File: config.mk
export PLATFORM = sky130hd
export DESIGN_NAME = gfp_res_buf
export DESIGN_NICKNAME = d
export VERILOG_FILES = /design/src/sv/gfp_pkg.sv /design/src/sv/gfp_res_buf.sv
export SDC_FILE = /design/constraint.sdc
export NUM_CORES = 1
export LEC_CHECK = 0
export ABC_CLOCK_PERIOD_IN_PS = 63400
export BUFFER_PORTS_ARGS = -buffer_cell sky130_fd_sc_hd__buf_2
export CAP_MARGIN = 0
export CORE_AREA = 2 2 321 323
export CTS_CLUSTER_SIZE = 30
export DETAILED_ROUTE_END_ITERATION = 10
export DIE_AREA = 0 0 323 325
export SYNTH_ARGS = -nofsm -noshare
export SYNTH_HDL_FRONTEND = slang
export SYNTH_SLANG_ARGS = --single-unit
File: constraint.sdc
create_clock -name clk -period 63.4 [get_ports clk]
set_input_delay 19.02 -clock clk [delete_from_list [all_inputs] [get_ports clk]]
set_output_delay 19.02 -clock clk [all_outputs]
set_load 0.02 [all_outputs]
File: src/sv/gfp_pkg.sv
// Gaze frame parser package: sizes, codes, result and push types.
// Used by the interfaces, the core, the result buffer and the top level.
package gfp_pkg;

    localparam int HEADER_BYTES  = 16;
    localparam int POINT_BYTES   = 24;
    localparam int OFF_W         = 5;
    localparam int COUNT_W       = 14;
    localparam int WORD_W        = 32;
    localparam int LONG_W        = 64;
    localparam int CFG_IDX_W     = 2;
    localparam int OUT_DEPTH_DEF = 3;

    localparam logic [OFF_W-1:0]   HDR_LAST        = OFF_W'(HEADER_BYTES - 1);
    localparam logic [OFF_W-1:0]   PT_LAST         = OFF_W'(POINT_BYTES - 1);
    localparam logic [COUNT_W-1:0] MAX_COUNT_RESET = COUNT_W'(10000);

    typedef enum logic [1:0] {
        PH_HEADER = 2'd0,
        PH_POINTS = 2'd1,
        PH_DONE   = 2'd2
    } phase_t;

    typedef enum logic [2:0] {
        ST_ACCEPTED    = 3'd0,
        ST_SHORT_HDR   = 3'd1,
        ST_BAD_MAGIC   = 3'd2,
        ST_BAD_VERSION = 3'd3,
        ST_SAME_SEQ    = 3'd4,
        ST_COUNT_BIG   = 3'd5,
        ST_TRUNCATED   = 3'd6
    } frame_status_t;

    typedef enum logic {
        KIND_POINT  = 1'b0,
        KIND_STATUS = 1'b1
    } result_kind_t;

    typedef enum logic [CFG_IDX_W-1:0] {
        CFG_MAGIC     = 2'd0,
        CFG_VERSION   = 2'd1,
        CFG_MAX_COUNT = 2'd2
    } cfg_index_t;

    typedef struct packed {
        result_kind_t        kind;
        logic [COUNT_W-1:0]  point_index;
        logic [LONG_W-1:0]   timestamp;
        logic [LONG_W-1:0]   x;
        logic [LONG_W-1:0]   y;
        frame_status_t       status;
        logic [WORD_W-1:0]   count;
        logic [WORD_W-1:0]   seq;
        logic                last;
    } result_t;

    typedef struct packed {
        logic [1:0] cnt;
        result_t    first;
        result_t    second;
    } push_t;

endpackage

File: src/sv/gfp_res_buf.sv
// Result buffer of the gaze frame parser: small FIFO taking up to two
// results per cycle and giving one. Depends on gfp_pkg.
module gfp_res_buf
    import gfp_pkg::*;
#(
    parameter int DEPTH = OUT_DEPTH_DEF
)
(
    input  logic                       clk,
    input  logic                       rst_n,
    input  push_t                      push,
    input  logic                       pop,
    output result_t                    head,
    output logic                       head_valid,
    output logic                       room,
    output logic [$clog2(DEPTH+1)-1:0] fill
);

    localparam int CW = $clog2(DEPTH + 1);
    localparam int PW = (DEPTH > 1) ? $clog2(DEPTH) : 1;

    result_t         mem_reg [DEPTH];
    logic [PW-1:0]   head_reg;
    logic [PW-1:0]   head_next;
    logic [PW-1:0]   tail_reg;
    logic [PW-1:0]   tail_next;
    logic [PW-1:0]   tail_inc;
    logic [CW-1:0]   fill_reg;
    logic [CW-1:0]   fill_next;

    function automatic logic [PW-1:0] wrap_inc(input logic [PW-1:0] p);
        return (p == PW'(DEPTH - 1)) ? '0 : p + PW'(1);
    endfunction

    assign tail_inc   = wrap_inc(tail_reg);
    assign head       = mem_reg[head_reg];
    assign head_valid = (fill_reg != '0);
    assign room       = (fill_reg <= CW'(DEPTH - 2));
    assign fill       = fill_reg;

    always_comb
    begin
        head_next = pop ? wrap_inc(head_reg) : head_reg;
        case (push.cnt)
            2'd1:    tail_next = tail_inc;
            2'd2:    tail_next = wrap_inc(tail_inc);
            default: tail_next = tail_reg;
        endcase
        fill_next = fill_reg + CW'(push.cnt) - CW'(pop);
    end

    always_ff @(posedge clk or negedge rst_n)
    begin
        if (!rst_n)
        begin
            head_reg <= '0;
            tail_reg <= '0;
            fill_reg <= '0;
        end
        else
        begin
            head_reg <= head_next;
            tail_reg <= tail_next;
            fill_reg <= fill_next;
        end
    end

    always_ff @(posedge clk)
    begin
        if (push.cnt != 2'd0)
            mem_reg[tail_reg] <= push.first;
        if (push.cnt == 2'd2)
            mem_reg[tail_inc] <= push.second;
    end

endmodule

==> key figures <==
STA
  • Fmax: 42.4 MHz
  • Post-route setup TNS: 0 ps
  • Unrepaired setup endpoints after global routing: no
  • Min Tclk post-route: 23590 ps
  • Slew margin rel.: ~13%
  • Setup Skew: 17.5 ps
  • Tcrit/Tclk final: 37.2%
  • Hold Fails Final Rpt: 0
  • Final setup viols: 0
  • Slew @ Worst Pin: between 1000 and 1500 ps
  • Final max-slew violation count: 0

Place
  • Post-DP HPWL: 70500 um
  • Port buffer count: 833
  • RePlAce Congestion: between 0.7 and 0.8

Min path
  • Hold path start: fill[1]$_DFF_PN0_
  • Hold Path Sink: fill[1]$_DFF_PN0_
  • Worst hold path depth: 2
  • Hold Path Class: flip-flop to flip-flop

Power
  • P_leak: 0.0184 uW
  • Maximum vdd drop: 0.0000404 V
  • Sequential share of power: 43.2%
  • Sw Ratio: 34.1%
  • Clk network pwr share: between 20% and 30%
  • NetSw: 689 uW
  • PwrDens: about 41 nW/um^2
  • Comb pwr share: 31.5%
  • P_int: 1330 uW

Synthesis
  • Post-synthesis instance total: 2699
  • Simple-Gate Fraction of Synth Area: under 10%
  • Post-synth EDFFs: 825
  • Main combinational cell family by area after synthesis: multiplexers
  • Mean post-synth cell area: 15.1 um^2
  • Netlist cell types: 24
  • Area fraction of the dominant cell type after synthesis: 60.9%
  • Area of the mapped netlist: slightly above 40000 um^2
  • Ys flop type: edfxtp_1
  • Yosys warns: 0
  • Synth top area cells: edfxtp_1 (61%), mux2_2 (21%), mux2i_1 (6.8%)
  • Area share of fa/ha/maj cells after synthesis: 0.123%
  • Post-synth net total: approximately 3300
  • Cell accounting for the most synthesized area: edfxtp_1
  • Synthesized flop and latch total: 831
  • Sequential fraction of the synthesis area: 61.3%
  • Mux contribution to synthesized area: 29.6%
  • Post-synthesis xor/xnor area fraction: 0.0862%
  • Synth async-reset ratio: 0.722%
  • Compound-gate portion of the synthesized area: 3.47%

Worst setup path
  • Critical path depth in cells: 5
  • CP max stage cell: dfrtp_4
  • Reg-to-reg setup timing slack: 58810 ps
  • CP Class: flip-flop to output pin
  • Worst Path Max Fanout: roughly 110
  • Family with the most delay on the worst path: buffers and inverters
  • Reg2reg path depth: 5
  • Worst path cell trace: buf_12 > buf_4 > mux2i_1 > o21ai_0 > buf_2
  • CP endpoint kind: output pin
  • Crit path DAT: between 4000 and 5000 ps
  • R2R Path Start: tail_reg[1]$_DFFE_PN0P_
  • Worst Setup Start Kind: flip-flop
  • CP bufs+invs: 3
  • Max stage delay on crit path: approximately 980 ps
  • FF-to-FF End: mem_reg[0][99]$_DFFE_PP_
  • Req. time, crit path: between 40000 and 50000 ps

Cells and area
  • Fin nets: 4037
  • Largest register FFs: 825
  • Most frequent cells in the layout: buf_2 (833), edfxtp_1 (825), mux2_2 (742)
  • Fraction of layout cells with a size suffix above 1: 48.9%
  • Final core occ: 48.1%
  • Area growth, synth to finish: 20.0%
  • Commonest non-fill, non-tap cell in the layout: buf_2

Clock network
  • CTS Hold Bufs: 0
  • Reg clk slew, reported paths: roughly 60 ps
  • Post CTS Setup Buffer Count: 0
  • Post-cts resize count: 0
  • CTS Buffer Depth: 3
  • CTS tree: done
  • Clock sinks: 831
  • Htree depth: 3
  • TritonCTS buffer count: between 90 and 100
  • Latest clock arrival within the worst-skew pair: between 600 and 700 ps
  • Root Buffer: clkbuf_16

Detailed routing
  • DR iter-0 viols: 1427
  • Vias: 25400
  • DRC Markers: 0
  • Post-DR wirelength/cell: ~22 um
  • Via-per-instance ratio: 5.13
  • Drt total wl: 111000 um
  • DRT Pass-1 Iters: 5
  • Antenna viol nets, final: 0

GRT
  • Largest net degree at the start of global routing: 156
  • Tot GR Track Use: roughly 21%
  • Aggregate global routing overflow: 0
  • Number of global-route vias before repair: 25700
  • Initial antenna violation count: 73
  • First-pass GRT wire length: about 160000 um

Floorplanning
  • I/O pins: 834
  • Die footprint: approximately 100000 um^2
  • Die Wd: 323 um
  • Die height: 325 um
  • Core Box Area: 101000 um^2
  • Row cnt: 117
  • Initial core utilization: 40.1%

Flow run
  • Max Cap Violations: 0

Outcome
  • Run status: finished clean
tightest hold or removal path, stage by stage (launching register included):
cell and delay, ps:
dfrtp_1 470, xnor2_1 170, xnor2_1 60
layer usage:
| metal | vias to the layer above | global-route usage (%) | wire length, um |
|---|---|---|---|
| met5 | - | 0 | 481 |
| met3 | 224 | 6.41 | 7880 |
| met4 | 76 | 5.95 | 2690 |
| met1 | 12500 | 24.2 | 43800 |
| met2 | 673 | 35.8 | 56400 |
| li1 | 11900 | - | - |
cell usage after synthesis, types with 2 or more instances:
library cell and count:
edfxtp_1 825, mux2_2 742, o21ai_0 278, nand2_1 277, mux2i_1 276, mux2_1 83, buf_2 71, clkbuf_1 64
buf_6 25, buf_4 24, dfrtp_1 6, inv_1 6, nand2b_1 5, ha_1 4, xnor2_1 3, nor2_1 2
kinds of logic after synthesis:
| group | after synthesis |
|---|---|
| flops | 831 |
| compound gates | 281 |
| mux | 1101 |
| buf+inv | 191 |
| fa+ha+maj | 4 |
| simple gates | 287 |
| xor+xnor | 4 |
power by group through the flow:
stage / Clock, uW / Sequential [uW] / Combinational (uW)
global placement: 0 / 880 / 648
floorplan: 0 / 1020 / 414
finish: 512 / 872 / 635
CTS: 524 / 874 / 651
global route: 544 / 888 / 686
detailed placement: 0 / 885 / 648
layout make-up:
| cell class | count | area (um^2) |
|---|---|---|
| timing repair buffer | 867 | 4490 |
| inverter | 6 | 22.5 |
| fill | 9223 | 52500 |
| clock inverter | 43 | 295 |
| multi-input combinational | 1677 | 14700 |
| tap | 1368 | 1710 |
| sequential | 831 | 24900 |
| antenna | 36 | 90.1 |
| clock buffer | 125 | 2530 |
worst max path at each step:
| stage | from | end | slack [ps] |
|---|---|---|---|
| 6_report | head_reg[0]$_DFFE_PN0P_ | head[124] | 39810 |
| 2_1_floorplan | push[550] | mem_reg[1][0]$_DFFE_PP_ | 22670 |
| 5_1_grt | head_reg[0]$_DFFE_PN0P_ | head[139] | 39560 |
| 4_1_cts | head_reg[0]$_DFFE_PN0P_ | head[139] | 39650 |
| 3_5_place_dp | push[550] | mem_reg[0][99]$_DFFE_PP_ | 39860 |
| 3_3_place_gp | push[550] | mem_reg[0][90]$_DFFE_PP_ | 39870 |
stage by stage:
stage	instance area (um^2)	std cells	power (uW)	hold WS (ps)	worst slack [ps]
after floorplan	40700	2699	1430	600	22670
after global placement	45900	4749	1530	766	39870
after detailed placement	45900	4749	1530	757	39860
after CTS	48700	4917	2050	771	39650
after global routing	48700	4935	2120	753	39560
final	48800	4953	2020	742	39810
(Power assumes the default switching activity.)
