File: src/sv/gfp_pkg.sv
// Gaze frame parser package: sizes, codes, result and push types.
// Used by the interfaces, the core, the result buffer and the top level.
package gfp_pkg;

    localparam int HEADER_BYTES  = 16;
    localparam int POINT_BYTES   = 24;
    localparam int OFF_W         = 5;
    localparam int COUNT_W       = 14;
    localparam int WORD_W        = 32;
    localparam int LONG_W        = 64;
    localparam int CFG_IDX_W     = 2;
    localparam int OUT_DEPTH_DEF = 3;

    localparam logic [OFF_W-1:0]   HDR_LAST        = OFF_W'(HEADER_BYTES - 1);
    localparam logic [OFF_W-1:0]   PT_LAST         = OFF_W'(POINT_BYTES - 1);
    localparam logic [COUNT_W-1:0] MAX_COUNT_RESET = COUNT_W'(10000);

    typedef enum logic [1:0] {
        PH_HEADER = 2'd0,
        PH_POINTS = 2'd1,
        PH_DONE   = 2'd2
    } phase_t;

    typedef enum logic [2:0] {
        ST_ACCEPTED    = 3'd0,
        ST_SHORT_HDR   = 3'd1,
        ST_BAD_MAGIC   = 3'd2,
        ST_BAD_VERSION = 3'd3,
        ST_SAME_SEQ    = 3'd4,
        ST_COUNT_BIG   = 3'd5,
        ST_TRUNCATED   = 3'd6
    } frame_status_t;

    typedef enum logic {
        KIND_POINT  = 1'b0,
        KIND_STATUS = 1'b1
    } result_kind_t;

    typedef enum logic [CFG_IDX_W-1:0] {
        CFG_MAGIC     = 2'd0,
        CFG_VERSION   = 2'd1,
        CFG_MAX_COUNT = 2'd2
    } cfg_index_t;

    typedef struct packed {
        result_kind_t        kind;
        logic [COUNT_W-1:0]  point_index;
        logic [LONG_W-1:0]   timestamp;
        logic [LONG_W-1:0]   x;
        logic [LONG_W-1:0]   y;
        frame_status_t       status;
        logic [WORD_W-1:0]   count;
        logic [WORD_W-1:0]   seq;
        logic                last;
    } result_t;

    typedef struct packed {
        logic [1:0] cnt;
        result_t    first;
        result_t    second;
    } push_t;

endpackage

File: src/sv/gfp_core.sv
// Gaze frame parser core: config registers, header/point assembly, checks,
// frame state. Emits up to two results per accepted byte. Depends on gfp_pkg.
module gfp_core
    import gfp_pkg::*;
(
    input  logic                 clk,
    input  logic                 rst_n,
    input  logic                 byte_acc,
    input  logic [7:0]           data_byte,
    input  logic                 end_of_blob,
    input  logic                 cfg_we,
    input  logic [CFG_IDX_W-1:0] cfg_index,
    input  logic [WORD_W-1:0]    cfg_data,
    output push_t                push
);

    logic [WORD_W-1:0]  magic_reg;
    logic [WORD_W-1:0]  version_reg;
    logic [COUNT_W-1:0] max_count_reg;
    logic [WORD_W-1:0]  last_seq_reg;
    logic [WORD_W-1:0]  last_seq_next;

    phase_t             phase_reg;
    phase_t             phase_mid;
    phase_t             phase_next;
    logic [OFF_W-1:0]   off_reg;
    logic [OFF_W-1:0]   off_next;
    logic [WORD_W-1:0]  hdr_reg [4];
    logic [WORD_W-1:0]  hdr_next [4];
    logic [LONG_W-1:0]  pa_reg [3];
    logic [COUNT_W-1:0] done_cnt_reg;
    logic [COUNT_W-1:0] done_cnt_mid;
    logic [COUNT_W-1:0] done_cnt_next;
    logic [COUNT_W-1:0] done_inc;
    frame_status_t      pend_reg;
    frame_status_t      pend_mid;
    frame_status_t      pend_next;

    frame_status_t      hdr_status;
    frame_status_t      eob_status;
    logic               hdr_end;
    logic               hdr_go;
    logic               pt_end;
    logic               pt_final;
    result_t            point_res;
    result_t            status_res;

    // header bytes land in place; words not yet filled stay zero
    always_comb
    begin
        hdr_next = hdr_reg;
        if (phase_reg == PH_HEADER)
        begin
            hdr_next[off_reg[3:2]][{off_reg[1:0], 3'b000} +: 8] = data_byte;
        end
    end

    assign hdr_end  = (phase_reg == PH_HEADER) && (off_reg == HDR_LAST);
    assign pt_end   = (phase_reg == PH_POINTS) && (off_reg == PT_LAST);
    assign done_inc = done_cnt_reg + COUNT_W'(1);
    assign pt_final = pt_end && ({(WORD_W-COUNT_W)'(0), done_inc} >= hdr_next[2]);

    always_comb
    begin
        if (hdr_next[0] != magic_reg)
            hdr_status = ST_BAD_MAGIC;
        else if (hdr_next[1] != version_reg)
            hdr_status = ST_BAD_VERSION;
        else if (hdr_next[3] == last_seq_reg)
            hdr_status = ST_SAME_SEQ;
        else if (hdr_next[2] > {(WORD_W-COUNT_W)'(0), max_count_reg})
            hdr_status = ST_COUNT_BIG;
        else
            hdr_status = ST_ACCEPTED;
    end

    assign hdr_go = hdr_end && (hdr_status == ST_ACCEPTED) && (hdr_next[2] != '0);

    // next state
    always_comb
    begin
        case (phase_reg)
            PH_HEADER: phase_mid = hdr_end ? (hdr_go ? PH_POINTS : PH_DONE) : PH_HEADER;
            PH_POINTS: phase_mid = pt_final ? PH_DONE : PH_POINTS;
            default:   phase_mid = PH_DONE;
        endcase
        phase_next = end_of_blob ? PH_HEADER : phase_mid;
    end

    // datapath and results
    always_comb
    begin
        done_cnt_mid = pt_end ? done_inc : done_cnt_reg;
        if (hdr_end)
            pend_mid = hdr_status;
        else if (pt_final)
            pend_mid = ST_ACCEPTED;
        else
            pend_mid = pend_reg;

        case (phase_mid)
            PH_HEADER: eob_status = ST_SHORT_HDR;
            PH_POINTS: eob_status = ST_TRUNCATED;
            default:   eob_status = pend_mid;
        endcase

        case (phase_reg)
            PH_HEADER: off_next = hdr_end ? '0 : off_reg + OFF_W'(1);
            PH_POINTS: off_next = pt_end ? '0 : off_reg + OFF_W'(1);
            default:   off_next = off_reg;
        endcase
        if (end_of_blob)
            off_next = '0;

        done_cnt_next = end_of_blob ? '0 : done_cnt_mid;
        pend_next     = end_of_blob ? ST_ACCEPTED : pend_mid;
        last_seq_next = (end_of_blob && eob_status == ST_ACCEPTED) ? hdr_next[3] : last_seq_reg;

        point_res.kind        = KIND_POINT;
        point_res.point_index = done_cnt_reg;
        point_res.timestamp   = pa_reg[0];
        point_res.x           = pa_reg[1];
        point_res.y           = {data_byte, pa_reg[2][LONG_W-9:0]};
        point_res.status      = ST_ACCEPTED;
        point_res.count       = hdr_next[2];
        point_res.seq         = hdr_next[3];
        point_res.last        = !end_of_blob;

        status_res.kind        = KIND_STATUS;
        status_res.point_index = done_cnt_mid;
        status_res.timestamp   = '0;
        status_res.x           = '0;
        status_res.y           = '0;
        status_res.status      = eob_status;
        status_res.count       = hdr_next[2];
        status_res.seq         = hdr_next[3];
        status_res.last        = 1'b1;

        push.second = status_res;
        if (pt_end)
        begin
            push.first = point_res;
            push.cnt   = end_of_blob ? 2'd2 : 2'd1;
        end
        else
        begin
            push.first = status_res;
            push.cnt   = end_of_blob ? 2'd1 : 2'd0;
        end
        if (!byte_acc)
            push.cnt = 2'd0;
    end

    always_ff @(posedge clk or negedge rst_n)
    begin
        if (!rst_n)
        begin
            magic_reg     <= '0;
            version_reg   <= '0;
            max_count_reg <= MAX_COUNT_RESET;
        end
        else if (cfg_we)
        begin
            case (cfg_index)
                CFG_MAGIC:     magic_reg     <= cfg_data;
                CFG_VERSION:   version_reg   <= cfg_data;
                CFG_MAX_COUNT: max_count_reg <= cfg_data[COUNT_W-1:0];
                default:       ;
            endcase
        end
    end

    always_ff @(posedge clk or negedge rst_n)
    begin
        if (!rst_n)
        begin
            phase_reg    <= PH_HEADER;
            off_reg      <= '0;
            done_cnt_reg <= '0;
            pend_reg     <= ST_ACCEPTED;
            last_seq_reg <= '0;
            for (int i = 0; i < 4; i++)
                hdr_reg[i] <= '0;
        end
        else if (byte_acc)
        begin
            phase_reg    <= phase_next;
            off_reg      <= off_next;
            done_cnt_reg <= done_cnt_next;
            pend_reg     <= pend_next;
            last_seq_reg <= last_seq_next;
            for (int i = 0; i < 4; i++)
                hdr_reg[i] <= end_of_blob ? '0 : hdr_next[i];
        end
    end

    // every point byte is rewritten before it is read, so no clear needed
    always_ff @(posedge clk)
    begin
        if (byte_acc && phase_reg == PH_POINTS)
            pa_reg[off_reg[4:3]][{off_reg[2:0], 3'b000} +: 8] <= data_byte;
    end

endmodule

File: config.mk
export PLATFORM = sky130hd
export DESIGN_NAME = gfp_core
export DESIGN_NICKNAME = d
export VERILOG_FILES = /design/src/sv/gfp_pkg.sv /design/src/sv/gfp_core.sv
export SDC_FILE = /design/constraint.sdc
export NUM_CORES = 1
export LEC_CHECK = 0
export BUFFER_PORTS_ARGS = -buffer_cell sky130_fd_sc_hd__buf_2
export CORE_UTILIZATION = 40
export DETAILED_ROUTE_END_ITERATION = 16
export PLACE_DENSITY = 0.68
export SYNTH_ARGS = -nofsm -noshare
export SYNTH_HDL_FRONTEND = slang
export SYNTH_SLANG_ARGS = --single-unit
File: constraint.sdc
create_clock -name clk -period 5 [get_ports clk]
set_input_delay 1 -clock clk [delete_from_list [all_inputs] [get_ports clk]]
set_output_delay 1 -clock clk [all_outputs]
set_load 0.005 [all_outputs]
==> impl_metrics.py <==
metrics = {
    "power": {
        "clockPowerShare": 0.365,
        "ir_worst_vdd_uv": 249.7,
        "p_leak_nw": 14.97,
        "internal_power_mw": 6.940,
        "power_frac_comb": 0.211,
        "p_sw_mw": 2.950,
        "swShare": 0.2983,
        "power.density_nw_per_um2": 310.9,
        "power_frac_seq": 0.424,
    },
    "synthesis": {
        "ys_ff_latch": 446,
        "synth_edf_count": 184,
        "synth_cell_types": 90,
        "synth-simple-area-share": 0.1637,
        "netlist_instances": 2325,
        "synth_top_family_by_area": "simple AND/OR/NAND/NOR gates",
        "yosysSeqAreaShare": 0.4846,
        "synth.area.top_cells": "dfrtp_1 26%, edfxtp_1 22%, buf_4 7.9%",
        "syn_area_per_cell_um2": 10.73,
        "synth_top_flop_cell": "dfrtp_1",
        "synthMuxAreaShare": 0.06605,
        "synth_compound_area_frac": 0.1122,
        "yosysMostFrequentCell": "buf_4",
        "synth_top_area_frac": 0.2578,
        "synth_fa_ha_area_frac": 0.01956,
        "ys_warn_count": 0,
        "netlist_area_um2": 24950,
        "synthTopCellsByCount": "262 x buf_4, 257 x dfrtp_1, 238 x and2_1, 184 x edfxtp_1, 132 x nand2_1",
        "synth_top_area_cell": "dfrtp_1",
        "synth_xor_xnor_area_share": 0.04143,
        "ys_async_sr_fraction": 0.5874,
    },
    "clocking": {
        "path_clk_slew_ns": 0.07,
        "cts_tree": "built",
        "htree_levels": 2,
        "cts.sinks": 446,
        "cts_buffers": 48,
        "cts_root_buf": "clkbuf_16",
        "cts_buffer_depth": 3,
        "hold_buffers": 0,
        "clock_latency_ns": 0.61,
    },
    "outcome": {
        "outcome": "finished, violations left",
        "violations": "setup timing",
    },
    "grt": {
        "grt_pass1_wl_um": 129500,
        "grt_overflow": 0,
        "gr-usage-all-layers": 0.2747,
        "grt_pass1_vias": 19510,
        "grt_antenna_before_repair": 2,
        "grt_max_degree": 153,
    },
    "routing": {
        "routed_wl_um": 90180,
        "firstDrtPassIters": 5,
        "vias": 20220,
        "wl_per_cell_um": 23.76,
        "first_iter_violations": 1685,
        "drc": 0,
        "postRouteAntennaNets": 0,
        "routed_via_density": 5.329,
    },
    "die": {
        "initial_utilization": 0.4042,
        "dieArea_um2": 63370,
        "die_w_um": 251.7,
        "core.rowCount": 91,
        "die_y_um": 251.7,
        "floorplan.core_area_um2": 61710,
        "io_pins": 599,
    },
    "layout": {
        "largest_reg_flops": 184,
        "areaGrowthSynthToFinish_pct": 27.52,
        "finalNetCount": 3005,
        "finalInstanceArea_um2": 31810,
        "insertedDiodeCount": 0,
        "drive_above_1_share": 0.3800,
    },
    "sta": {
        "fin_skew_ns": 0.02686,
        "post-route-period-util": 1.063,
        "setup_violations": 6,
        "min_period_ns": 5.315,
        "worst_slew_pin_slew_ns": 1.040,
        "finalWorstSetupSlack_ns": -0.3146,
        "slew_violations": 0,
        "fmax_mhz": 188.2,
        "rsz0062_at_grt": "yes",
        "timing.final.hold_violations": 0,
        "maxSlewHeadroom": 0.3066,
    },
    "setup_path": {
        "worstSetupEndpointType": "primary output",
        "worst-path-max-fanout": 8,
        "cp.required_ns": 4.00,
        "path_class": "flip-flop to primary output",
        "startpoint_type": "flip-flop",
        "crit_arrival_ns": 4.31,
    },
    "placed_design": {
        "dp_hpwl_um": 68120,
        "dp_slack_ns": -0.7645,
        "gp_congestion": 1.005,
        "place_area_um2": 28580,
        "io_buffers": 404,
    },
    "min_path": {
        "min_path_type": "flip-flop to flip-flop",
    },
    "run": {
        "max-cap-violations": 0,
    },
}
worst max-delay path, stage by stage, from the launching register on:
cell and delay, ns:
dfrtp_1 0.43, inv_2 0.08, ha_4 0.31, buf_8 0.16, buf_4 0.14, nand4bb_1 0.47
a2bb2oi_1 0.29, mux2i_1 0.16, nor4_2 0.36, nand4_1 0.15, nor3_2 0.19, buf_4 0.16
nand2_4 0.06, nor3_4 0.19, o21bai_4 0.10, buf_6 0.15, a21boi_2 0.15, buf_2 0.14
final timing paths:
kind	startpoint	to	slack, ns	cells after the start
worst max register to register	off_reg[0]$_DFFE_PN0P_	last_seq_reg[10]$_DFFE_PN0P_	0.48	18
worst min-delay path	hdr_reg[109]$_DFFE_PN0P_	hdr_reg[109]$_DFFE_PN0P_	0.48	2
worst min register to register	hdr_reg[109]$_DFFE_PN0P_	hdr_reg[109]$_DFFE_PN0P_	0.48	2
min in group asynchronous	rst_n	version_reg[23]$_DFFE_PN0P_	0.54	1
max in group asynchronous	rst_n	last_seq_reg[19]$_DFFE_PN0P_	3.36	2
worst max-delay path	off_reg[0]$_DFFE_PN0P_	push[340]	-0.31	17
final cells by class:
| type | count | area [µm²] |
|---|---|---|
| Clock buffer | 53 | 1261 |
| Clock inverter | 36 | 326.6 |
| Fill cell | 5617 | 29900 |
| Inverter | 76 | 290.3 |
| Multi-Input combinational cell | 1605 | 11860 |
| Sequential cell | 446 | 12090 |
| Tap cell | 837 | 1047 |
| Timing Repair Buffer | 742 | 4937 |
stage by stage:
| stage | util | total power [mW] | setup TNS, ns | hold slack, ns | instances |
|---|---|---|---|---|---|
| final | 0.5155 | 9.890 | -1.659 | 0.4798 | 3795 |
| after global routing | 0.5155 | 10.21 | -2.405 | 0.5112 | 3795 |
| after CTS | 0.5073 | 9.846 | -1.594 | 0.4808 | 3789 |
| after detailed placement | 0.4631 | 5.990 | -6.412 | 0.4647 | 3658 |
| after global placement | 0.4631 | 5.966 | -6.365 | 0.4583 | 3658 |
| after floorplan | - | 5.239 | 0 | 0.4436 | 2517 |
layer usage:
layer	vias up	track usage	routed length (µm)
met1	10160	0.3568	36940
li1	8962	-	-
met5	-	0	25
met4	4	0.09686	3291
met3	173	0.04137	5680
met2	921	0.4652	44240
power by group through the flow:
stage / clock (mW) / combinational [mW] / sequential [mW]
6_report: 3.61 / 2.09 / 4.19
5_1_grt: 3.80 / 2.21 / 4.21
4_1_cts: 3.67 / 1.99 / 4.18
3_5_place_dp: 0 / 1.74 / 4.25
3_3_place_gp: 0 / 1.72 / 4.24
2_1_floorplan: 0 / 1.07 / 4.17
cell families (layout without fill, tap and decap cells):
logic type | Yosys count | after routing
DFF | 446 | 446
other | 2 | 194
adders and majority gates | 39 | 39
AOI/OAI and AO/OA | 400 | 400
muxes | 138 | 138
xor gates and xnor gates | 118 | 118
buffers and inverters | 466 | 907
and+or+nand+nor | 716 | 716
layout by cell type (no fill, tap or decap), types with 15 or more instances in the layout:
master | Yosys | layout
dfrtp_1 | 257 | 256
buf_6 | 6 | 30
xnor2_1 | 71 | 66
inv_1 | 75 | 66
edfxtp_1 | 184 | 184
and2_1 | 238 | 235
nand3_1 | 37 | 33
ha_1 | 39 | 27
nand4_1 | 23 | 23
buf_12 | 0 | 15
mux2_4 | 29 | 29
o2bb2ai_1 | 17 | 17
a21oi_1 | 55 | 36
nor2b_1 | 20 | 19
o21ai_0 | 97 | 82
nor2_1 | 96 | 85
a22o_1 | 102 | 102
buf_2 | 16 | 403
mux2_2 | 97 | 97
buf_4 | 262 | 288
o21ai_1 | 14 | 24
conb_1 | 2 | 194
nand2_1 | 132 | 126
nor3_1 | 38 | 31
clkinv_2 | 0 | 19
clkbuf_16 | 0 | 49
xor2_1 | 47 | 47
timing repair:
item / 4_1_cts / 5_1_grt
cloned: 3 / 0
buffers inserted: 42 / 11
gates resized for setup: 155 / 90
pin swaps: 40 / 55
endpoints found under the setup margin: 6 / 6
No activity file was read; power rests on OpenSTA's default activity.
